$ cat src/rtl/cfar_pkg.sv
// cfar_pkg: shared widths, constants and the pipeline item type for the
// one-sided CA-CFAR detector. No dependencies.
package cfar_pkg;

    localparam int C_REF_CELLS   = 50;   // default reference window length
    localparam int C_GUARD_CELLS = 10;   // default guard cells

    localparam int SAMPLE_W    = 16;
    localparam int ALPHA_W     = 16;
    localparam int THR_W       = 24;
    localparam int IN_TDATA_W  = 16;
    localparam int OUT_TDATA_W = 32;

    localparam logic [ALPHA_W-1:0] ALPHA_RESET = 16'd2470;   // ~9.65 in Q8.8

    // One item moving down the pipeline.
    typedef struct packed {
        logic                       vld;     // stage holds an item
        logic                       vres;    // window was full for this item
        logic signed [SAMPLE_W-1:0] sample;  // cell under test
    } t_item;

endpackage

$ cat src/rtl/cfar_ram.sv
// cfar_ram: generic single-write, single-read synchronous RAM with a
// registered read port (old data on a same-address collision). No dependencies.
module cfar_ram #(
    parameter int WIDTH = 16,
    parameter int DEPTH = 64,
    parameter int AW    = $clog2(DEPTH)
) (
    input  logic             i_clk,
    input  logic             i_we,
    input  logic [AW-1:0]    i_waddr,
    input  logic [WIDTH-1:0] i_wdata,
    input  logic             i_re,
    input  logic [AW-1:0]    i_raddr,
    output logic [WIDTH-1:0] o_rdata
);

    logic [WIDTH-1:0] r_mem [DEPTH];
    logic [WIDTH-1:0] r_rdata;

    always_ff @(posedge i_clk) begin
        if (i_re) begin
            r_rdata <= r_mem[i_raddr];
        end
        if (i_we) begin
            r_mem[i_waddr] <= i_wdata;
        end
    end

    assign o_rdata = r_rdata;

endmodule

$ cat src/rtl/cfar_window.sv
// cfar_window: sample ring in two RAM copies, write slot / fill counters and
// the running reference sum. Depends on cfar_pkg and cfar_ram.
module cfar_window #(
    parameter int REF_CELLS   = 50,
    parameter int GUARD_CELLS = 10,
    parameter int SUM_W       = $clog2(REF_CELLS) + 16
) (
    input  logic                                  i_clk,
    input  logic                                  i_rst_n,
    input  logic                                  i_en,
    input  logic                                  i_valid,
    input  logic signed [cfar_pkg::SAMPLE_W-1:0]  i_sample,
    output cfar_pkg::t_item                       o_item,
    output logic signed [SUM_W-1:0]               o_sum
);
    import cfar_pkg::*;

    localparam int W_LEN  = REF_CELLS + GUARD_CELLS + 1;
    localparam int ADDR_W = $clog2(W_LEN);
    localparam int CNT_W  = $clog2(W_LEN + 1);

    logic                       w_accept;
    logic [ADDR_W-1:0]          r_slot, n_slot;
    logic [ADDR_W:0]            w_enter_sum;
    logic [ADDR_W-1:0]          w_enter;
    logic [CNT_W-1:0]           r_fill, n_fill;
    logic [SAMPLE_W-1:0]        w_old, w_enter_data;

    logic                       r_s1_vld, r_s1_full, r_s1_add, r_s1_vres;
    logic signed [SAMPLE_W-1:0] r_s1_sample;
    logic signed [SUM_W-1:0]    r_sum, n_sum;
    t_item                      r_s2;

    assign w_accept = i_valid & i_en;

    // oldest guard cell: slot + REF_CELLS modulo window length
    always_comb begin
        w_enter_sum = {1'b0, r_slot} + (ADDR_W+1)'(REF_CELLS);
        if (w_enter_sum >= (ADDR_W+1)'(W_LEN)) begin
            w_enter_sum = w_enter_sum - (ADDR_W+1)'(W_LEN);
        end
        w_enter = w_enter_sum[ADDR_W-1:0];
    end

    always_comb begin
        n_slot = (r_slot == ADDR_W'(W_LEN - 1)) ? '0 : r_slot + 1'b1;
        n_fill = (r_fill == CNT_W'(W_LEN)) ? r_fill : r_fill + 1'b1;
    end

    // two copies: one read port each for the leaving and the entering cell
    cfar_ram #(.WIDTH(SAMPLE_W), .DEPTH(W_LEN)) u_ram_old (
        .i_clk   (i_clk),
        .i_we    (w_accept),
        .i_waddr (r_slot),
        .i_wdata (i_sample),
        .i_re    (w_accept),
        .i_raddr (r_slot),
        .o_rdata (w_old)
    );

    cfar_ram #(.WIDTH(SAMPLE_W), .DEPTH(W_LEN)) u_ram_ref (
        .i_clk   (i_clk),
        .i_we    (w_accept),
        .i_waddr (r_slot),
        .i_wdata (i_sample),
        .i_re    (w_accept),
        .i_raddr (w_enter),
        .o_rdata (w_enter_data)
    );

    always_comb begin
        n_sum = r_sum;
        if (r_s1_full) begin
            n_sum = r_sum - SUM_W'($signed(w_old)) + SUM_W'($signed(w_enter_data));
        end else if (r_s1_add) begin
            n_sum = r_sum + SUM_W'(r_s1_sample);
        end
    end

    always_ff @(posedge i_clk) begin
        if (!i_rst_n) begin
            r_slot    <= '0;
            r_fill    <= '0;
            r_s1_vld  <= 1'b0;
            r_s1_full <= 1'b0;
            r_s1_add  <= 1'b0;
            r_s1_vres <= 1'b0;
            r_sum     <= '0;
            r_s2      <= '0;
        end else if (i_en) begin
            r_s1_vld <= w_accept;
            if (w_accept) begin
                r_slot    <= n_slot;
                r_fill    <= n_fill;
                r_s1_full <= (r_fill == CNT_W'(W_LEN));
                r_s1_add  <= (r_fill < CNT_W'(REF_CELLS));
                r_s1_vres <= (r_fill >= CNT_W'(W_LEN - 1));
            end
            if (r_s1_vld) begin
                r_sum <= n_sum;
            end
            r_s2.vld    <= r_s1_vld;
            r_s2.vres   <= r_s1_vres;
            r_s2.sample <= r_s1_sample;
        end
    end

    always_ff @(posedge i_clk) begin
        if (w_accept) begin
            r_s1_sample <= i_sample;
        end
    end

    assign o_item = r_s2;
    assign o_sum  = r_sum;

endmodule

$ cat src/rtl/cfar_scale.sv
// cfar_scale: threshold = floor(sum * alpha / (REF_CELLS * 256)), pipelined
// as product, offset, reciprocal multiply and one-step correction. Depends on cfar_pkg.
module cfar_scale #(
    parameter int REF_CELLS = 50,
    parameter int SUM_W     = $clog2(REF_CELLS) + 16
) (
    input  logic                                  i_clk,
    input  logic                                  i_rst_n,
    input  logic                                  i_en,
    input  cfar_pkg::t_item                       i_item,
    input  logic signed [SUM_W-1:0]               i_sum,
    input  logic [cfar_pkg::ALPHA_W-1:0]          i_alpha,
    output cfar_pkg::t_item                       o_item,
    output logic signed [cfar_pkg::THR_W-1:0]     o_thr
);
    import cfar_pkg::*;

    localparam int PROD_W = SUM_W + ALPHA_W + 1;
    localparam int P8_W   = PROD_W - 8;
    localparam int X_W    = SUM_W + 8;      // offset dividend, always non-negative
    localparam int M_W    = X_W + 1;
    localparam logic [63:0] OFS64   = 64'(REF_CELLS) << (THR_W - 1);
    localparam logic [63:0] RECIP64 = (64'd1 << X_W) / REF_CELLS;

    t_item                    r_it1, r_it2, r_it3, r_it4;
    logic signed [PROD_W-1:0] w_prod, r_prod;
    logic [P8_W-1:0]          w_xsum;
    logic [X_W-1:0]           r_x, r_x3;
    logic [X_W+M_W-1:0]       w_qprod;
    logic [THR_W-1:0]         r_qe, r_q, w_q;
    logic [X_W-1:0]           w_qr, w_rem;

    // floor(prod/256) is the arithmetic shift; adding REF_CELLS*2^23 makes
    // it non-negative so the quotient comes out offset by 2^23
    assign w_prod  = i_sum * $signed({1'b0, i_alpha});
    assign w_xsum  = r_prod[PROD_W-1:8] + OFS64[P8_W-1:0];
    assign w_qprod = r_x * RECIP64[M_W-1:0];

    // reciprocal estimate is low by at most one
    always_comb begin
        w_qr  = X_W'(r_qe) * X_W'(REF_CELLS);
        w_rem = r_x3 - w_qr;
        w_q   = (w_rem >= X_W'(REF_CELLS)) ? r_qe + THR_W'(1) : r_qe;
    end

    always_ff @(posedge i_clk) begin
        if (!i_rst_n) begin
            r_it1 <= '0;
            r_it2 <= '0;
            r_it3 <= '0;
            r_it4 <= '0;
        end else if (i_en) begin
            r_it1 <= i_item;
            r_it2 <= r_it1;
            r_it3 <= r_it2;
            r_it4 <= r_it3;
        end
    end

    always_ff @(posedge i_clk) begin
        if (i_en) begin
            r_prod <= w_prod;
            r_x    <= w_xsum[X_W-1:0];
            r_qe   <= w_qprod[X_W+THR_W-1:X_W];
            r_x3   <= r_x;
            r_q    <= w_q;
        end
    end

    assign o_item = r_it4;
    assign o_thr  = {~r_q[THR_W-1], r_q[THR_W-2:0]};

endmodule

$ cat src/rtl/cfar_out.sv
// cfar_out: detect compare, result formatting and the output register with
// a skid slot. Depends on cfar_pkg.
module cfar_out (
    input  logic                                  i_clk,
    input  logic                                  i_rst_n,
    input  cfar_pkg::t_item                       i_item,
    input  logic signed [cfar_pkg::THR_W-1:0]     i_thr,
    input  logic                                  i_tready,
    output logic                                  o_tvalid,
    output logic [cfar_pkg::OUT_TDATA_W-1:0]      o_tdata,
    output logic                                  o_tuser,
    output logic                                  o_ready
);
    import cfar_pkg::*;

    logic signed [THR_W-1:0]  w_sample_x;
    logic                     w_det;
    logic [THR_W-1:0]         w_thr;
    logic [OUT_TDATA_W:0]     w_res, r_out, r_skid;   // {tuser, tdata}
    logic                     r_out_vld, r_skid_vld;

    // sample > floor(mean*alpha) is the same test as the exact cross-product
    always_comb begin
        w_sample_x = THR_W'(i_item.sample);
        w_det      = i_item.vres && (w_sample_x > i_thr);
        w_thr      = i_item.vres ? i_thr : '0;
        w_res      = {i_item.vres, {(OUT_TDATA_W-THR_W-1){1'b0}}, w_det, w_thr};
    end

    always_ff @(posedge i_clk) begin
        if (!i_rst_n) begin
            r_out_vld  <= 1'b0;
            r_skid_vld <= 1'b0;
        end else if (r_skid_vld) begin
            if (i_tready) begin
                r_skid_vld <= 1'b0;
            end
        end else if (i_item.vld) begin
            if (r_out_vld && !i_tready) begin
                r_skid_vld <= 1'b1;
            end else begin
                r_out_vld <= 1'b1;
            end
        end else if (i_tready) begin
            r_out_vld <= 1'b0;
        end
    end

    always_ff @(posedge i_clk) begin
        if (r_skid_vld) begin
            if (i_tready) begin
                r_out <= r_skid;
            end
        end else if (i_item.vld) begin
            if (r_out_vld && !i_tready) begin
                r_skid <= w_res;
            end else begin
                r_out <= w_res;
            end
        end
    end

    assign o_tvalid = r_out_vld;
    assign o_tdata  = r_out[OUT_TDATA_W-1:0];
    assign o_tuser  = r_out[OUT_TDATA_W];
    assign o_ready  = !r_skid_vld;

endmodule

$ cat src/rtl/cfar_threshold_detector.sv
// cfar_threshold_detector: top level of the one-sided cell-averaging CFAR.
// Depends on cfar_pkg, cfar_window, cfar_scale, cfar_out (and cfar_ram below).
//
//  channel   dir  handshake                     payload
//  s_axis    in   s_axis_tvalid/s_axis_tready   tdata[15:0] sample
//  m_axis    out  m_axis_tvalid/m_axis_tready   tdata[23:0] threshold, [24] detect;
//                                               tuser valid_res
//  cfg       in   i_cfg_we                      i_cfg_wdata alpha_q8 (Q8.8)
//
// One request per clock while no stall holds the pipeline; the ring is two RAM
// copies written and read at the accept edge, and the sum is updated from their reads.
// A result reaches m_axis through the sum, product, offset, reciprocal multiply,
// correction and output registers after its request is accepted (the RAM
// read shares the accept edge).
// Reset: synchronous, active low; clears counters, sum, pipeline and alpha (2470).
// The ring itself is not cleared; entries are only used once written.
// Stalls: a skid slot behind the output register; s_axis_tready drops only
// when both hold a result, and then the whole pipeline freezes.
module cfar_threshold_detector #(
    parameter int REF_CELLS   = cfar_pkg::C_REF_CELLS,    // 1..256
    parameter int GUARD_CELLS = cfar_pkg::C_GUARD_CELLS   // 0..64
) (
    input  logic                                i_clk,
    input  logic                                i_rst_n,
    // slave side, tdata: [15:0] sample
    input  logic                                s_axis_tvalid,
    output logic                                s_axis_tready,
    input  logic [cfar_pkg::IN_TDATA_W-1:0]     s_axis_tdata,
    // master side, tdata: [23:0] threshold, [24] detect, [31:25] zero
    output logic                                m_axis_tvalid,
    input  logic                                m_axis_tready,
    output logic [cfar_pkg::OUT_TDATA_W-1:0]    m_axis_tdata,
    // tuser: [0] valid_res
    output logic                                m_axis_tuser,
    // alpha_q8 write
    input  logic                                i_cfg_we,
    input  logic [cfar_pkg::ALPHA_W-1:0]        i_cfg_wdata
);
    import cfar_pkg::*;

    // |sum| <= REF_CELLS * 2^15
    localparam int SUM_W = $clog2(REF_CELLS) + 16;

    logic [ALPHA_W-1:0]      r_alpha;
    logic                    w_ready;
    t_item                   w_win_item, w_scl_item;
    logic signed [SUM_W-1:0] w_sum;
    logic signed [THR_W-1:0] w_thr;

    // alpha is to be written only while the pipeline is empty; the block itself does not enforce it
    always_ff @(posedge i_clk) begin
        if (!i_rst_n) begin
            r_alpha <= ALPHA_RESET;
        end else if (i_cfg_we) begin
            r_alpha <= i_cfg_wdata;
        end
    end

    cfar_window #(
        .REF_CELLS   (REF_CELLS),
        .GUARD_CELLS (GUARD_CELLS),
        .SUM_W       (SUM_W)
    ) u_window (
        .i_clk    (i_clk),
        .i_rst_n  (i_rst_n),
        .i_en     (w_ready),
        .i_valid  (s_axis_tvalid),
        .i_sample ($signed(s_axis_tdata[SAMPLE_W-1:0])),
        .o_item   (w_win_item),
        .o_sum    (w_sum)
    );

    cfar_scale #(
        .REF_CELLS (REF_CELLS),
        .SUM_W     (SUM_W)
    ) u_scale (
        .i_clk   (i_clk),
        .i_rst_n (i_rst_n),
        .i_en    (w_ready),
        .i_item  (w_win_item),
        .i_sum   (w_sum),
        .i_alpha (r_alpha),
        .o_item  (w_scl_item),
        .o_thr   (w_thr)
    );

    cfar_out u_out (
        .i_clk    (i_clk),
        .i_rst_n  (i_rst_n),
        .i_item   (w_scl_item),
        .i_thr    (w_thr),
        .i_tready (m_axis_tready),
        .o_tvalid (m_axis_tvalid),
        .o_tdata  (m_axis_tdata),
        .o_tuser  (m_axis_tuser),
        .o_ready  (w_ready)
    );

    assign s_axis_tready = w_ready;

endmodule

$ cat config.mk
export PLATFORM = sky130hd
export DESIGN_NAME = cfar_threshold_detector
export DESIGN_NICKNAME = d
export VERILOG_FILES = /design/src/rtl/cfar_pkg.sv /design/src/rtl/cfar_ram.sv /design/src/rtl/cfar_window.sv /design/src/rtl/cfar_scale.sv /design/src/rtl/cfar_out.sv /design/src/rtl/cfar_threshold_detector.sv
export SDC_FILE = /design/constraint.sdc
export NUM_CORES = 2
export LEC_CHECK = 0
export BUFFER_PORTS_ARGS = -buffer_cell sky130_fd_sc_hd__buf_2
export CAP_MARGIN = 25
export CORE_MARGIN = 2
export CORE_UTILIZATION = 25
export CTS_BUF_LIST = sky130_fd_sc_hd__clkbuf_8
export CTS_CLUSTER_SIZE = 24
export DETAILED_ROUTE_END_ITERATION = 16
export HOLD_SLACK_MARGIN = 0.03
export PLACE_DENSITY = 0.42
export SLEW_MARGIN = 20
export SYNTH_ARGS = -nofsm -noshare
export SYNTH_HDL_FRONTEND = slang
export SYNTH_SLANG_ARGS = --single-unit
$ cat constraint.sdc
create_clock -name i_clk -period 9.7 [get_ports i_clk]
set_input_delay 0.485 -clock i_clk [delete_from_list [all_inputs] [get_ports i_clk]]
set_output_delay 0.485 -clock i_clk [all_outputs]
set_load 0.05 [all_outputs]
==> results_dict.tcl <==
set metrics [dict create \
    crit_path_end_kind "flip-flop" \
    tns_ps 0 \
    nNetsFinal 9302 \
    yosysWarnings 0 \
    start_util 0.252 \
    clock-root-buffer "clkbuf_8" \
    finalCritPeriodShare 0.817 \
    synth_area_leaders "edfxtp_1 39%, fa_1 14%, ha_1 7.7%" \
    grt_pass1_wl_mm 487 \
    post-synth-top-count-cell "edfxtp_1" \
    postRouteWirelength_mm 339 \
    numCtsBuffers 267 \
    first_pass_iters 6 \
    yosys.area.top_type "edfxtp_1" \
    synthTopCellsByCount "1213 x edfxtp_1, 925 x inv_1, 772 x nand2_1" \
    hold_viol 0 \
    path_class "flip-flop to flip-flop" \
    dieArea_um2 380000 \
    avgSynthCellArea_um2 11.8 \
    status "completed" \
    syn-cell-area_um2 93800 \
    dr_wl_met2_mm 155 \
    dieWidth_um 617 \
    drive_above_1_share 0.130 \
    clk_path_buf_depth 4 \
    synth-seq-cells 1359 \
    wl_per_cell_um 25.6 \
    multi_input_area_um2 49800 \
    drv_cap 0 \
    relSlewSlack 0.156 \
    detail-route-antenna-nets 0 \
    post-dp-hpwl_mm 230 \
    grt_max_degree 125 \
    syn2layout_area_growth_pct 12.7 \
    hold_buffers 24 \
    regArea_um2 39400 \
    finalClockSkew_ps 71.8 \
    fillCellCount 38476 \
    die_h_um 617 \
    cp_max_fo 11 \
    reg2reg_setup_slack_ps 1780 \
    start_kind "flip-flop" \
    first_iter_violations 6122 \
    clk_pin_slew_worst_paths_ps 60 \
    synth-async-reset-ratio 0 \
    worstPathArrival_ps 8640 \
    io_buffer_count 64 \
    antenna_found_initial 18 \
    synth_edf_count 1213 \
    cts_setup_buffers 0 \
    required_ps 10420 \
    synthCells 7953 \
    dr_wl_met3_mm 21.8 \
    top_layer_used "met5" \
    grt_overflow_total 0 \
    drc 0 \
    ios 72 \
    place_congestion 0.888 \
    fp-row-count 224 \
    grt_pass1_vias 67609 \
    rsz0062_at_grt "no" \
    core_area_um2 373000 \
    drv_slew 0 \
    cts_tree "built" \
    num_vias 66219 \
    min_path_type "input pin to flip-flop" \
    yosysSeqAreaShare 0.419 \
    cts_resized 0 \
    synth_top_flop_cell "edfxtp_1" \
    synth.distinct_cells 91 \
    grtUsageTotal 0.174 \
    wl_met1_mm 146 \
    cts_sinks 1359 \
    fmax_ghz 0.126 \
    max_slew.worst_pin.slew_ps 1230 \
    synth_top_area_share 0.388 \
    finalCriticalPeriod_ps 7920 \
    htree_levels 5 \
    via_per_inst 5.01 \
    clock_latency_ps 1030 \
    setup-violations-final 0 \
]
==> final timing paths <==
path / startpoint / endpoint / cells past startpoint
setup / recovery: u_scale.r_x[18]$_DFFE_PN_ / u_scale.r_qe[23]$_DFFE_PN_ / 22
hold / removal: s_axis_tdata[9] / u_window.u_ram_ref.r_mem[36][9]$_DFFE_PP_ / 2
setup reg to reg: u_scale.r_x[18]$_DFFE_PN_ / u_scale.r_qe[23]$_DFFE_PN_ / 22
hold reg to reg: u_scale.r_prod[30]$_DFFE_PN_ / u_scale.r_x[22]$_DFFE_PN_ / 0
==> per-stage QoR <==
step / cells / util / instance area [um^2] / hold WS, ps / setup WS, ps
2_1_floorplan: 7959 / - / 93800 / 400 / 2700
3_3_place_gp: 12718 / 0.270 / 101000 / 405 / 1850
3_5_place_dp: 12724 / 0.270 / 101000 / 405 / 1730
4_1_cts: 13198 / 0.283 / 106000 / 51.8 / 1680
5_1_grt: 13206 / 0.284 / 106000 / 83.2 / 1260
6_report: 13213 / 0.284 / 106000 / 116 / 1780
==> layout make-up <==
cell class,count,area share
well taps,4972,0.0588
clock buffers,279,0.0363
clock inverters,171,0.00827
flip-flops and latches,1359,0.372
repair buffers,273,0.0205
inverters,929,0.0331
diodes,12,0.000284
multi-input cells,5218,0.470
==> routing by layer <==
metal,track usage,vias up
li1,-,28948
met1,0.232,33881
met2,0.282,2726
met3,0.0285,658
met4,0.0715,6
met5,0,-
==> registers in the layout (all words and copies together), names as in the netlist, 6 cells and up <==
| register | flops |
|---|---|
| u_scale.r_prod | 30 |
| u_window.o_sum | 22 |
| u_window.o_item | 18 |
| u_window.r_s1_sample | 16 |
| u_window.r_fill | 6 |
| u_window.r_slot | 6 |
| u_scale.r_qe | 24 |
| u_window.u_ram_ref.o_rdata | 16 |
| u_window.u_ram_old.r_mem | 32 |
| u_window.u_ram_ref.r_mem | 944 |
| u_scale.r_it2 | 18 |
| u_scale.r_x | 30 |
| u_scale.r_x3 | 29 |
| u_scale.r_q | 24 |
| u_out.r_out | 26 |
| u_scale.o_item | 18 |
| u_scale.r_it1 | 18 |
| r_alpha | 16 |
| u_out.r_skid | 26 |
| u_window.u_ram_old.o_rdata | 16 |
| u_scale.r_it3 | 18 |
==> layout by cell type, fill, tap and decap left out, types with 64 or more instances in the layout <==
cell,n
edfxtp_1,1213
clkbuf_8,279
and2_1,179
dfxtp_1,141
buf_2,64
o221ai_1,169
o21ai_0,249
o22ai_1,158
fa_1,640
a31oi_1,64
nand3_1,188
ha_1,576
inv_1,998
nor3_1,66
nand2_1,768
buf_4,167
mux2_2,86
xnor2_1,92
nor2_1,336
mux4_2,276
a21oi_1,239
mux2i_1,318
==> logic make-up after synthesis <==
family / share of synthesized area
compound gates: 0.0993
xor+xnor: 0.0148
fa+ha+maj: 0.214
buf+inv: 0.0561
flops: 0.419
mux: 0.111
other cells: 0.0000400
simple gates: 0.0863
==> worst max-delay path, cell delays in order, from the launching register on <==
cell	delay, ps
edfxtp_1	980
ha_1	390
fa_1	590
fa_1	460
fa_1	510
fa_1	490
inv_1	50
fa_1	450
fa_1	490
inv_1	40
ha_1	330
a211oi_1	230
o21bai_1	170
o2111ai_1	240
or4_1	180
a21oi_1	120
a211oi_1	510
o22ai_1	230
and4_1	270
o31ai_1	450
a21oi_1	180
a21oi_1	210
xnor2_1	80
Power is not shown: default switching activity piles up to over one toggle a cycle in this logic, so the estimate is an artifact.
